[src/rtl/ebrld_pkg.sv]
`timescale 1ns / 1ps

package ebrld_pkg;

    localparam int LANES       = 8;
    localparam int LANE_FIELDS = 8;
    localparam int LANE_CNT    = (LANES < 1) ? 1 : ((LANES > LANE_FIELDS) ? LANE_FIELDS : LANES);
    localparam int TOTAL_WIDTH = 24;
    localparam int OUT_TOTAL_W = 24;
    localparam int REMAIN_W    = 9;
    localparam int COUNT_W     = 4;

    localparam logic [7:0] ESC_BYTE    = 8'hFF;
    localparam logic [7:0] SHORT_LIMIT = 8'd3;

    typedef enum logic [1:0] {
        PH_LIT   = 2'd0,
        PH_COUNT = 2'd1,
        PH_RUN   = 2'd2
    } t_phase;

    typedef enum logic {
        S_IDLE,
        S_EMIT
    } t_state;

    typedef struct packed {
        logic [COUNT_W-1:0]     count;
        logic                   last;
        logic [REMAIN_W-1:0]    remain;
        logic [TOTAL_WIDTH-1:0] total;
    } t_chunk;

endpackage

[src/rtl/ebrld_if.sv]
`timescale 1ns / 1ps

interface ebrld_in_if;
    logic       valid;
    logic       ready;
    logic [7:0] data_byte;
    logic       end_of_block;

    modport source (output valid, data_byte, end_of_block, input ready);
    modport sink   (input valid, data_byte, end_of_block, output ready);
endinterface

interface ebrld_out_if;
    logic        valid;
    logic        ready;
    logic [7:0]  lane0;
    logic [7:0]  lane1;
    logic [7:0]  lane2;
    logic [7:0]  lane3;
    logic [7:0]  lane4;
    logic [7:0]  lane5;
    logic [7:0]  lane6;
    logic [7:0]  lane7;
    logic [3:0]  valid_count;
    logic        last_of_input;
    logic [23:0] total_length;
    logic        truncated;

    modport source (output valid, lane0, lane1, lane2, lane3, lane4, lane5, lane6, lane7,
                    valid_count, last_of_input, total_length, truncated, input ready);
    modport sink   (input valid, lane0, lane1, lane2, lane3, lane4, lane5, lane6, lane7,
                    valid_count, last_of_input, total_length, truncated, output ready);
endinterface

[src/rtl/ebrld_chunk_unit.sv]
`timescale 1ns / 1ps

module ebrld_chunk_unit
    import ebrld_pkg::*;
(
    input  logic [REMAIN_W-1:0]    i_remain,
    input  logic [TOTAL_WIDTH-1:0] i_total,
    output t_chunk                 o_chunk
);

    localparam int SUM_W = TOTAL_WIDTH + 1;

    logic [COUNT_W-1:0] count;
    logic [SUM_W-1:0]   sum;

    always_comb begin
        if (i_remain > REMAIN_W'(LANE_CNT)) begin
            count = COUNT_W'(LANE_CNT);
        end else begin
            count = COUNT_W'(i_remain);
        end
        sum = {1'b0, i_total} + SUM_W'(count);

        o_chunk.count  = count;
        o_chunk.last   = (i_remain <= REMAIN_W'(LANE_CNT));
        o_chunk.remain = i_remain - REMAIN_W'(count);
        o_chunk.total  = sum[TOTAL_WIDTH] ? '1 : sum[TOTAL_WIDTH-1:0];
    end

endmodule

[src/rtl/escape_byte_run_length_decoder.sv]
`timescale 1ns / 1ps
// An accepted input word is registered; each output word is then registered from S_EMIT
// once the output slot is free: max(1, ceil(n/8)) words per input word, n the decoded
// bytes, packed by the single chunk unit at 8 lanes per cycle while the slot is free
// and input is held off. The next input is taken while the last result waits in its register.
// Reset: synchronous, active low; clears the sequencer, escape phase, run count, total and output valid.

module escape_byte_run_length_decoder
    import ebrld_pkg::*;
(
    input  logic        i_clk,
    input  logic        i_rst_n,
    ebrld_in_if.sink    i_in,
    ebrld_out_if.source o_out
);

    t_state                 r_state, n_state;
    t_phase                 r_phase, n_phase;
    t_phase                 ph_next;
    logic [7:0]             r_run, n_run;
    logic [REMAIN_W-1:0]    r_remain, n_remain;
    logic [7:0]             r_value, n_value;
    logic                   r_eob, n_eob;
    logic                   r_trunc, n_trunc;
    logic [TOTAL_WIDTH-1:0] r_total, n_total;

    logic                   r_out_valid, n_out_valid;
    logic [7:0]             r_lane [LANE_FIELDS];
    logic [7:0]             n_lane [LANE_FIELDS];
    logic [COUNT_W-1:0]     r_count, n_count;
    logic                   r_last, n_last;
    logic [OUT_TOTAL_W-1:0] r_out_total, n_out_total;
    logic                   r_out_trunc, n_out_trunc;

    logic   in_acc;
    logic   slot_free;
    t_chunk chunk;

    ebrld_chunk_unit u_chunk (
        .i_remain (r_remain),
        .i_total  (r_total),
        .o_chunk  (chunk)
    );

    assign i_in.ready = (r_state == S_IDLE);
    assign in_acc     = i_in.valid && i_in.ready;
    assign slot_free  = !r_out_valid || o_out.ready;

    always_ff @(posedge i_clk) begin
        if (!i_rst_n) begin
            r_state <= S_IDLE;
        end else begin
            r_state <= n_state;
        end
    end

    always_comb begin
        n_state     = r_state;
        n_phase     = r_phase;
        ph_next     = r_phase;
        n_run       = r_run;
        n_remain    = r_remain;
        n_value     = r_value;
        n_eob       = r_eob;
        n_trunc     = r_trunc;
        n_total     = r_total;
        n_out_valid = r_out_valid && !o_out.ready;
        n_lane      = r_lane;
        n_count     = r_count;
        n_last      = r_last;
        n_out_total = r_out_total;
        n_out_trunc = r_out_trunc;

        case (r_state)
            S_IDLE: begin
                if (in_acc) begin
                    n_eob    = i_in.end_of_block;
                    n_remain = '0;
                    case (r_phase)
                        PH_COUNT: begin
                            if (i_in.data_byte < SHORT_LIMIT) begin
                                n_remain = REMAIN_W'(i_in.data_byte) + REMAIN_W'(1);
                                n_value  = ESC_BYTE;
                                ph_next  = PH_LIT;
                            end else begin
                                n_run   = i_in.data_byte;
                                ph_next = PH_RUN;
                            end
                        end
                        PH_RUN: begin
                            n_remain = REMAIN_W'(r_run) + REMAIN_W'(1);
                            n_value  = i_in.data_byte;
                            n_run    = '0;
                            ph_next  = PH_LIT;
                        end
                        default: begin
                            if (i_in.data_byte == ESC_BYTE) begin
                                ph_next = PH_COUNT;
                            end else begin
                                n_remain = REMAIN_W'(1);
                                n_value  = i_in.data_byte;
                                ph_next  = PH_LIT;
                            end
                        end
                    endcase
                    n_trunc = i_in.end_of_block && (ph_next != PH_LIT);
                    if (i_in.end_of_block) begin
                        n_phase = PH_LIT;
                        n_run   = '0;
                    end else begin
                        n_phase = ph_next;
                    end
                    n_state = S_EMIT;
                end
            end
            S_EMIT: begin
                if (slot_free) begin
                    n_out_valid = 1'b1;
                    n_count     = chunk.count;
                    for (int j = 0; j < LANE_FIELDS; j++) begin
                        n_lane[j] = (COUNT_W'(j) < chunk.count) ? r_value : 8'd0;
                    end
                    n_last      = chunk.last;
                    n_out_trunc = chunk.last && r_trunc;
                    n_out_total = OUT_TOTAL_W'(chunk.total);
                    n_remain    = chunk.remain;
                    n_total     = chunk.total;
                    if (chunk.last) begin
                        n_state = S_IDLE;
                        if (r_eob) begin
                            n_total = '0;
                        end
                    end
                end
            end
            default: begin
                n_state = S_IDLE;
            end
        endcase
    end

    always_ff @(posedge i_clk) begin
        if (!i_rst_n) begin
            r_phase     <= PH_LIT;
            r_run       <= '0;
            r_total     <= '0;
            r_out_valid <= 1'b0;
        end else begin
            r_phase     <= n_phase;
            r_run       <= n_run;
            r_total     <= n_total;
            r_out_valid <= n_out_valid;
        end
    end

    always_ff @(posedge i_clk) begin
        r_remain    <= n_remain;
        r_value     <= n_value;
        r_eob       <= n_eob;
        r_trunc     <= n_trunc;
        r_lane      <= n_lane;
        r_count     <= n_count;
        r_last      <= n_last;
        r_out_total <= n_out_total;
        r_out_trunc <= n_out_trunc;
    end

    assign o_out.valid         = r_out_valid;
    assign o_out.lane0         = r_lane[0];
    assign o_out.lane1         = r_lane[1];
    assign o_out.lane2         = r_lane[2];
    assign o_out.lane3         = r_lane[3];
    assign o_out.lane4         = r_lane[4];
    assign o_out.lane5         = r_lane[5];
    assign o_out.lane6         = r_lane[6];
    assign o_out.lane7         = r_lane[7];
    assign o_out.valid_count   = r_count;
    assign o_out.last_of_input = r_last;
    assign o_out.total_length  = r_out_total;
    assign o_out.truncated     = r_out_trunc;

endmodule

[src/flat_wrapper.sv]
// flat-port wrapper written by rule: the top's interface ports become plain ports
module escape_byte_run_length_decoder_flat import ebrld_pkg::*;
  (i_clk, i_rst_n, i_in_valid, i_in_data_byte, i_in_end_of_block, i_in_ready, o_out_valid, o_out_lane0, o_out_lane1, o_out_lane2, o_out_lane3, o_out_lane4, o_out_lane5, o_out_lane6, o_out_lane7, o_out_valid_count, o_out_last_of_input, o_out_total_length, o_out_truncated, o_out_ready);
  ebrld_in_if i_in_i ();
  ebrld_out_if o_out_i ();
  input  logic i_clk;
  input  logic i_rst_n;
  input wire logic [$bits(i_in_i.valid)-1:0] i_in_valid;
  input wire logic [$bits(i_in_i.data_byte)-1:0] i_in_data_byte;
  input wire logic [$bits(i_in_i.end_of_block)-1:0] i_in_end_of_block;
  output wire logic [$bits(i_in_i.ready)-1:0] i_in_ready;
  output wire logic [$bits(o_out_i.valid)-1:0] o_out_valid;
  output wire logic [$bits(o_out_i.lane0)-1:0] o_out_lane0;
  output wire logic [$bits(o_out_i.lane1)-1:0] o_out_lane1;
  output wire logic [$bits(o_out_i.lane2)-1:0] o_out_lane2;
  output wire logic [$bits(o_out_i.lane3)-1:0] o_out_lane3;
  output wire logic [$bits(o_out_i.lane4)-1:0] o_out_lane4;
  output wire logic [$bits(o_out_i.lane5)-1:0] o_out_lane5;
  output wire logic [$bits(o_out_i.lane6)-1:0] o_out_lane6;
  output wire logic [$bits(o_out_i.lane7)-1:0] o_out_lane7;
  output wire logic [$bits(o_out_i.valid_count)-1:0] o_out_valid_count;
  output wire logic [$bits(o_out_i.last_of_input)-1:0] o_out_last_of_input;
  output wire logic [$bits(o_out_i.total_length)-1:0] o_out_total_length;
  output wire logic [$bits(o_out_i.truncated)-1:0] o_out_truncated;
  input wire logic [$bits(o_out_i.ready)-1:0] o_out_ready;
  assign i_in_i.valid = i_in_valid;
  assign i_in_i.data_byte = i_in_data_byte;
  assign i_in_i.end_of_block = i_in_end_of_block;
  assign i_in_ready = i_in_i.ready;
  assign o_out_valid = o_out_i.valid;
  assign o_out_lane0 = o_out_i.lane0;
  assign o_out_lane1 = o_out_i.lane1;
  assign o_out_lane2 = o_out_i.lane2;
  assign o_out_lane3 = o_out_i.lane3;
  assign o_out_lane4 = o_out_i.lane4;
  assign o_out_lane5 = o_out_i.lane5;
  assign o_out_lane6 = o_out_i.lane6;
  assign o_out_lane7 = o_out_i.lane7;
  assign o_out_valid_count = o_out_i.valid_count;
  assign o_out_last_of_input = o_out_i.last_of_input;
  assign o_out_total_length = o_out_i.total_length;
  assign o_out_truncated = o_out_i.truncated;
  assign o_out_i.ready = o_out_ready;
  escape_byte_run_length_decoder u_core (.i_clk(i_clk), .i_rst_n(i_rst_n), .i_in(i_in_i), .o_out(o_out_i));
endmodule
[config.mk]
export PLATFORM = sky130hd
export DESIGN_NAME = escape_byte_run_length_decoder_flat
export DESIGN_NICKNAME = d
export VERILOG_FILES = /design/src/rtl/ebrld_pkg.sv /design/src/rtl/ebrld_if.sv /design/src/rtl/ebrld_chunk_unit.sv /design/src/rtl/escape_byte_run_length_decoder.sv /design/src/flat_wrapper.sv
export SDC_FILE = /design/constraint.sdc
export NUM_CORES = 1
export LEC_CHECK = 0
export CORE_UTILIZATION = 65
export CTS_BUF_LIST = sky130_fd_sc_hd__clkbuf_4
export DETAILED_ROUTE_END_ITERATION = 7
export DONT_BUFFER_PORTS = 1
export PLACE_DENSITY = 0.92
export SLEW_MARGIN = 30
export SYNTH_ARGS = -nofsm -noshare
export SYNTH_HDL_FRONTEND = slang
export SYNTH_SLANG_ARGS = --single-unit
[constraint.sdc]
create_clock -name i_clk -period 4.45 [get_ports i_clk]
set_clock_uncertainty 0.1 [all_clocks]
set_input_delay 0.2225 -clock i_clk [delete_from_list [all_inputs] [get_ports i_clk]]
set_output_delay 0.2225 -clock i_clk [all_outputs]
set_load 0.05 [all_outputs]
==> parameters.txt <==
Parameter                              Value

Status
  Status    finished, final reports clean

Timing
  Hold_ws    62.44 ps
  Highest Clock Rate    0.2573 GHz
  Final-report setup violation count    0
  Transition at the pin with the smallest max-transition slack    862.8 ps
  Time the final worst path needs with I/O delays and setup    3887 ps
  Pins over their slew limit    0
  Ratio of final minimum period to clock period    87.35%
  Total negative setup slack    0 ps
  Number of endpoints with negative hold slack in the final report    0
  Normalized max-slew margin    42.48%
  Setup repair after global routing missed its margin    false

Power
  Combinational fraction of design power    8.1%
  Cell leakage power    2.684 nW
  PwrDens    414.0 mW/mm^2
  Highest ir drop seen on vdd    0.2202 mV
  Switching Power    0.9360 mW
  Sequential power share    64.0%
  Sw frac    31.50%
  Share of power burned in the clock network    27.9%
  Internal power of the cells    2.036 mW

Layout
  Summed area of non-filler cells in the final layout    0.007178 sq mm
  Multi-input combinational cell area    0.002311 sq mm
  Sequential Area    0.004114 sq mm
  Number of diodes added for antenna fixing    0
  Area delta synth->final    8.903%
  Number of filler cells placed in the layout    692
  Layout cells sized above 1    9.933%
  Number of nets in the layout    604

Global routing
  Antenna violations before repair    0
  Vias in the first global route    4,266
  Pin count of the biggest net entering global routing    95
  Overall fraction of global-route tracks in use    28.61%
  Wire length of the first global-routing pass    22,160 um
  Grt ovf    0

Setup path
  Data arrival time of the worst path    4090 ps
  Startpoint of the most critical register-to-register path    u_core.r_remain[7]
  Cell Chain, Critical Path    or4_1, nor2_1, nand2_1, inv_2, and2_1, ha_1, ha_1, a211o_1, a21oi_1, nor4_2, nand3_1, xnor2_1, nand2_1
  Worst setup EP type    register
  Launch point of the critical path    u_core.r_remain[7]
  Required time at the endpoint of the critical path    4650 ps
  FF-to-FF End    u_core.o_out.total_length[14]
  Flop-to-flop setup slack    560 ps
  Crit path launch type    register
  Category of the most critical setup path    register to register
  Delay-heaviest family, CP    simple AND/OR/NAND/NOR gates
  Slowest stage cell, crit path    sky130_fd_sc_hd__nor4_2
  Buffer and inverter count on the worst path    1
  Maximum fanout count along the critical path    7
  Max stage delay on crit path    710 ps
  Worst Reg-to-Reg Cells    13

Logic synthesis
  Most common flop cell mapped by yosys    sky130_fd_sc_hd__edfxtp_1
  Unique cell type count in the Yosys netlist    59
  Sequential area share after synthesis    62.41%
  Ys Warns    0
  Dominant cell by count in the synthesized netlist    sky130_fd_sc_hd__edfxtp_1
  Post-synth net total    583
  Commonest cells post-synth    sky130_fd_sc_hd__edfxtp_1 (113), sky130_fd_sc_hd__nand2_1 (51), sky130_fd_sc_hd__nor2_1 (43), sky130_fd_sc_hd__dfxtp_1 (36), sky130_fd_sc_hd__and2_1 (31)
  Post-synthesis register bit count    149
  Area share of the leading cell type in the synthesized netlist    51.48%
  Cell type contributing the most total cell area after synthesis    sky130_fd_sc_hd__edfxtp_1
  Synth Instances    560
  Post-Syn Area per Cell    11.77 sq um
  Post-Synthesis Cell Area    0.006591 sq mm
  Share of flip-flops with an asynchronous set or reset    0%
  Number of enable flip-flop cells after synthesis    113
  Leading post-synthesis cells by cell area    sky130_fd_sc_hd__edfxtp_1 (51%), sky130_fd_sc_hd__dfxtp_1 (11%), sky130_fd_sc_hd__and2_1 (2.9%)

Route
  DRT antenna net count    0
  Final routed DRC violation total    0
  Total via count in the routed design    4,448
  Routed length per instance    19.11 um
  Count of TritonRoute iterations in the first routing pass    5
  Routed vias/inst    6.118
  Overall routed net length    13,900 um
  Starting DRT DRC Count    248

Hold path
  Worst hold-check path type    primary input to register
  Hold-critical path depth    2
  Start point of the worst hold path    i_rst_n
  Min-Delay Endpoint    u_core.r_run[0]

Place
  Placed wire-length estimate    9494 um
  Area after DPL    0.006724 sq mm
  Final weighted congestion in routability-driven placement    0.8887
  Buffers added on ports    0

Job
  Max Cap Violations    0

Floorplan
  Chip Width    102.7 um
  Num rows    36
  Ports placed on the boundary    109
  Height of the die    102.7 um
  Starting Density    67.13%
  Full die area    0.01055 sq mm
  Floorplan core area    0.009819 sq mm

Clock network
  Insertion delay of the later-clocked pin in the worst-skew pair    540 ps
  Post-CTS setup buffers    0
  Clock Root Buffer    sky130_fd_sc_hd__clkbuf_4
  H-tree levels    4
  TritonCTS buffer count    17
  Max Buffers Root-to-Sink    2
  Total of cells resized after clock tree synthesis    0
  Clock tree from TritonCTS    built
  Sinks on the clock net    149
  Clock edge transition at the registers on the reported setup and hold paths    140 ps
layout by cell type (no fill, tap or decap), types with 15 or more instances in the layout:
master	Yosys	final
sky130_fd_sc_hd__edfxtp_1	113	113
sky130_fd_sc_hd__nand2_1	51	51
sky130_fd_sc_hd__nor2_1	43	43
sky130_fd_sc_hd__dfxtp_1	36	36
sky130_fd_sc_hd__and2_1	31	31
sky130_fd_sc_hd__o21ai_0	21	21
sky130_fd_sc_hd__inv_1	21	20
sky130_fd_sc_hd__a22o_1	20	20
sky130_fd_sc_hd__a21oi_1	17	17
sky130_fd_sc_hd__clkbuf_4	0	17
sky130_fd_sc_hd__dlygate4sd3_1	0	17
sky130_fd_sc_hd__xor2_1	16	16
sky130_fd_sc_hd__nand3_1	15	15
layer usage:
| metal | GRT usage, % | wire [um] |
|---|---|---|
| met2 | 49.79 | 7261 |
| met5 | 0 | 0 |
| met3 | 8.339 | 989 |
| met1 | 33.41 | 5355 |
| met4 | 10.99 | 289 |
final cells by class:
| class | count | area share [%] |
|---|---|---|
| Clock buffer | 17 | 1.778 |
| Clock inverter | 15 | 2.161 |
| Inverter | 23 | 1.220 |
| Multi-Input combinational cell | 369 | 32.19 |
| Sequential cell | 149 | 57.31 |
| Tap cell | 133 | 2.318 |
| Timing Repair Buffer | 21 | 3.016 |
worst register-to-register path: cells and delay by family, from the launching register on:
family	cells	cell delay, ps
and+or+nand+nor	7	2160
DFF	1	480
adders and majority gates	2	410
xor gates and xnor gates	1	200
AOI/OAI and AO/OA	2	190
buffers and inverters	1	130
power by group through the flow:
stage / Clock, mW / Combinational [mW] / Sequential [mW]
final: 0.830 / 0.241 / 1.90
after global placement: 0 / 0.209 / 1.93
after global routing: 0.897 / 0.271 / 1.91
after detailed placement: 0 / 0.226 / 1.93
after CTS: 0.839 / 0.241 / 1.90
after floorplan: 0 / 0.186 / 1.91
cells by family (layout without fill, tap and decap cells):
kind of cell	count (synthesis)	count (layout)	share of synthesized area (%)
other cells	2	2	0.1139
simple gates	218	218	17.45
compound gates	111	111	11.71
flops	149	149	62.41
xor+xnor	28	28	3.720
fa+ha+maj	10	10	1.898
buf+inv	42	76	2.696
through the flow:
| step | std cells | power (mW) | setup WS, ps | util [%] |
|---|---|---|---|---|
| 2_1_floorplan | 560 | 2.093 | 372.0 | - |
| 5_1_grt | 727 | 3.081 | 361.7 | 73.10 |
| 4_1_cts | 727 | 2.982 | 593.2 | 73.09 |
| 3_3_place_gp | 678 | 2.138 | 860.7 | 68.34 |
| 3_5_place_dp | 678 | 2.160 | 615.4 | 68.48 |
| 6_report | 727 | 2.972 | 563.1 | 73.10 |
how the worst max path moves through the flow:
stage / end / slack [ps] / cells past startpoint
after detailed placement: u_core.o_out.total_length[14] / 620 / 13
final: u_core.o_out.total_length[14] / 560 / 13
after floorplan: u_core.r_total[4] / 370 / 9
after global placement: u_core.r_total[5] / 860 / 10
after CTS: u_core.o_out.total_length[14] / 590 / 13
after global routing: u_core.o_out.total_length[14] / 360 / 13
timing repair:
| item | in CTS | in global routing |
|---|---|---|
| endpoints found under the setup margin | 0 | 0 |
| hold buffers | 17 | 0 |
| hold endpoints to repair | 31 | 0 |
(Power assumes the default switching activity.)
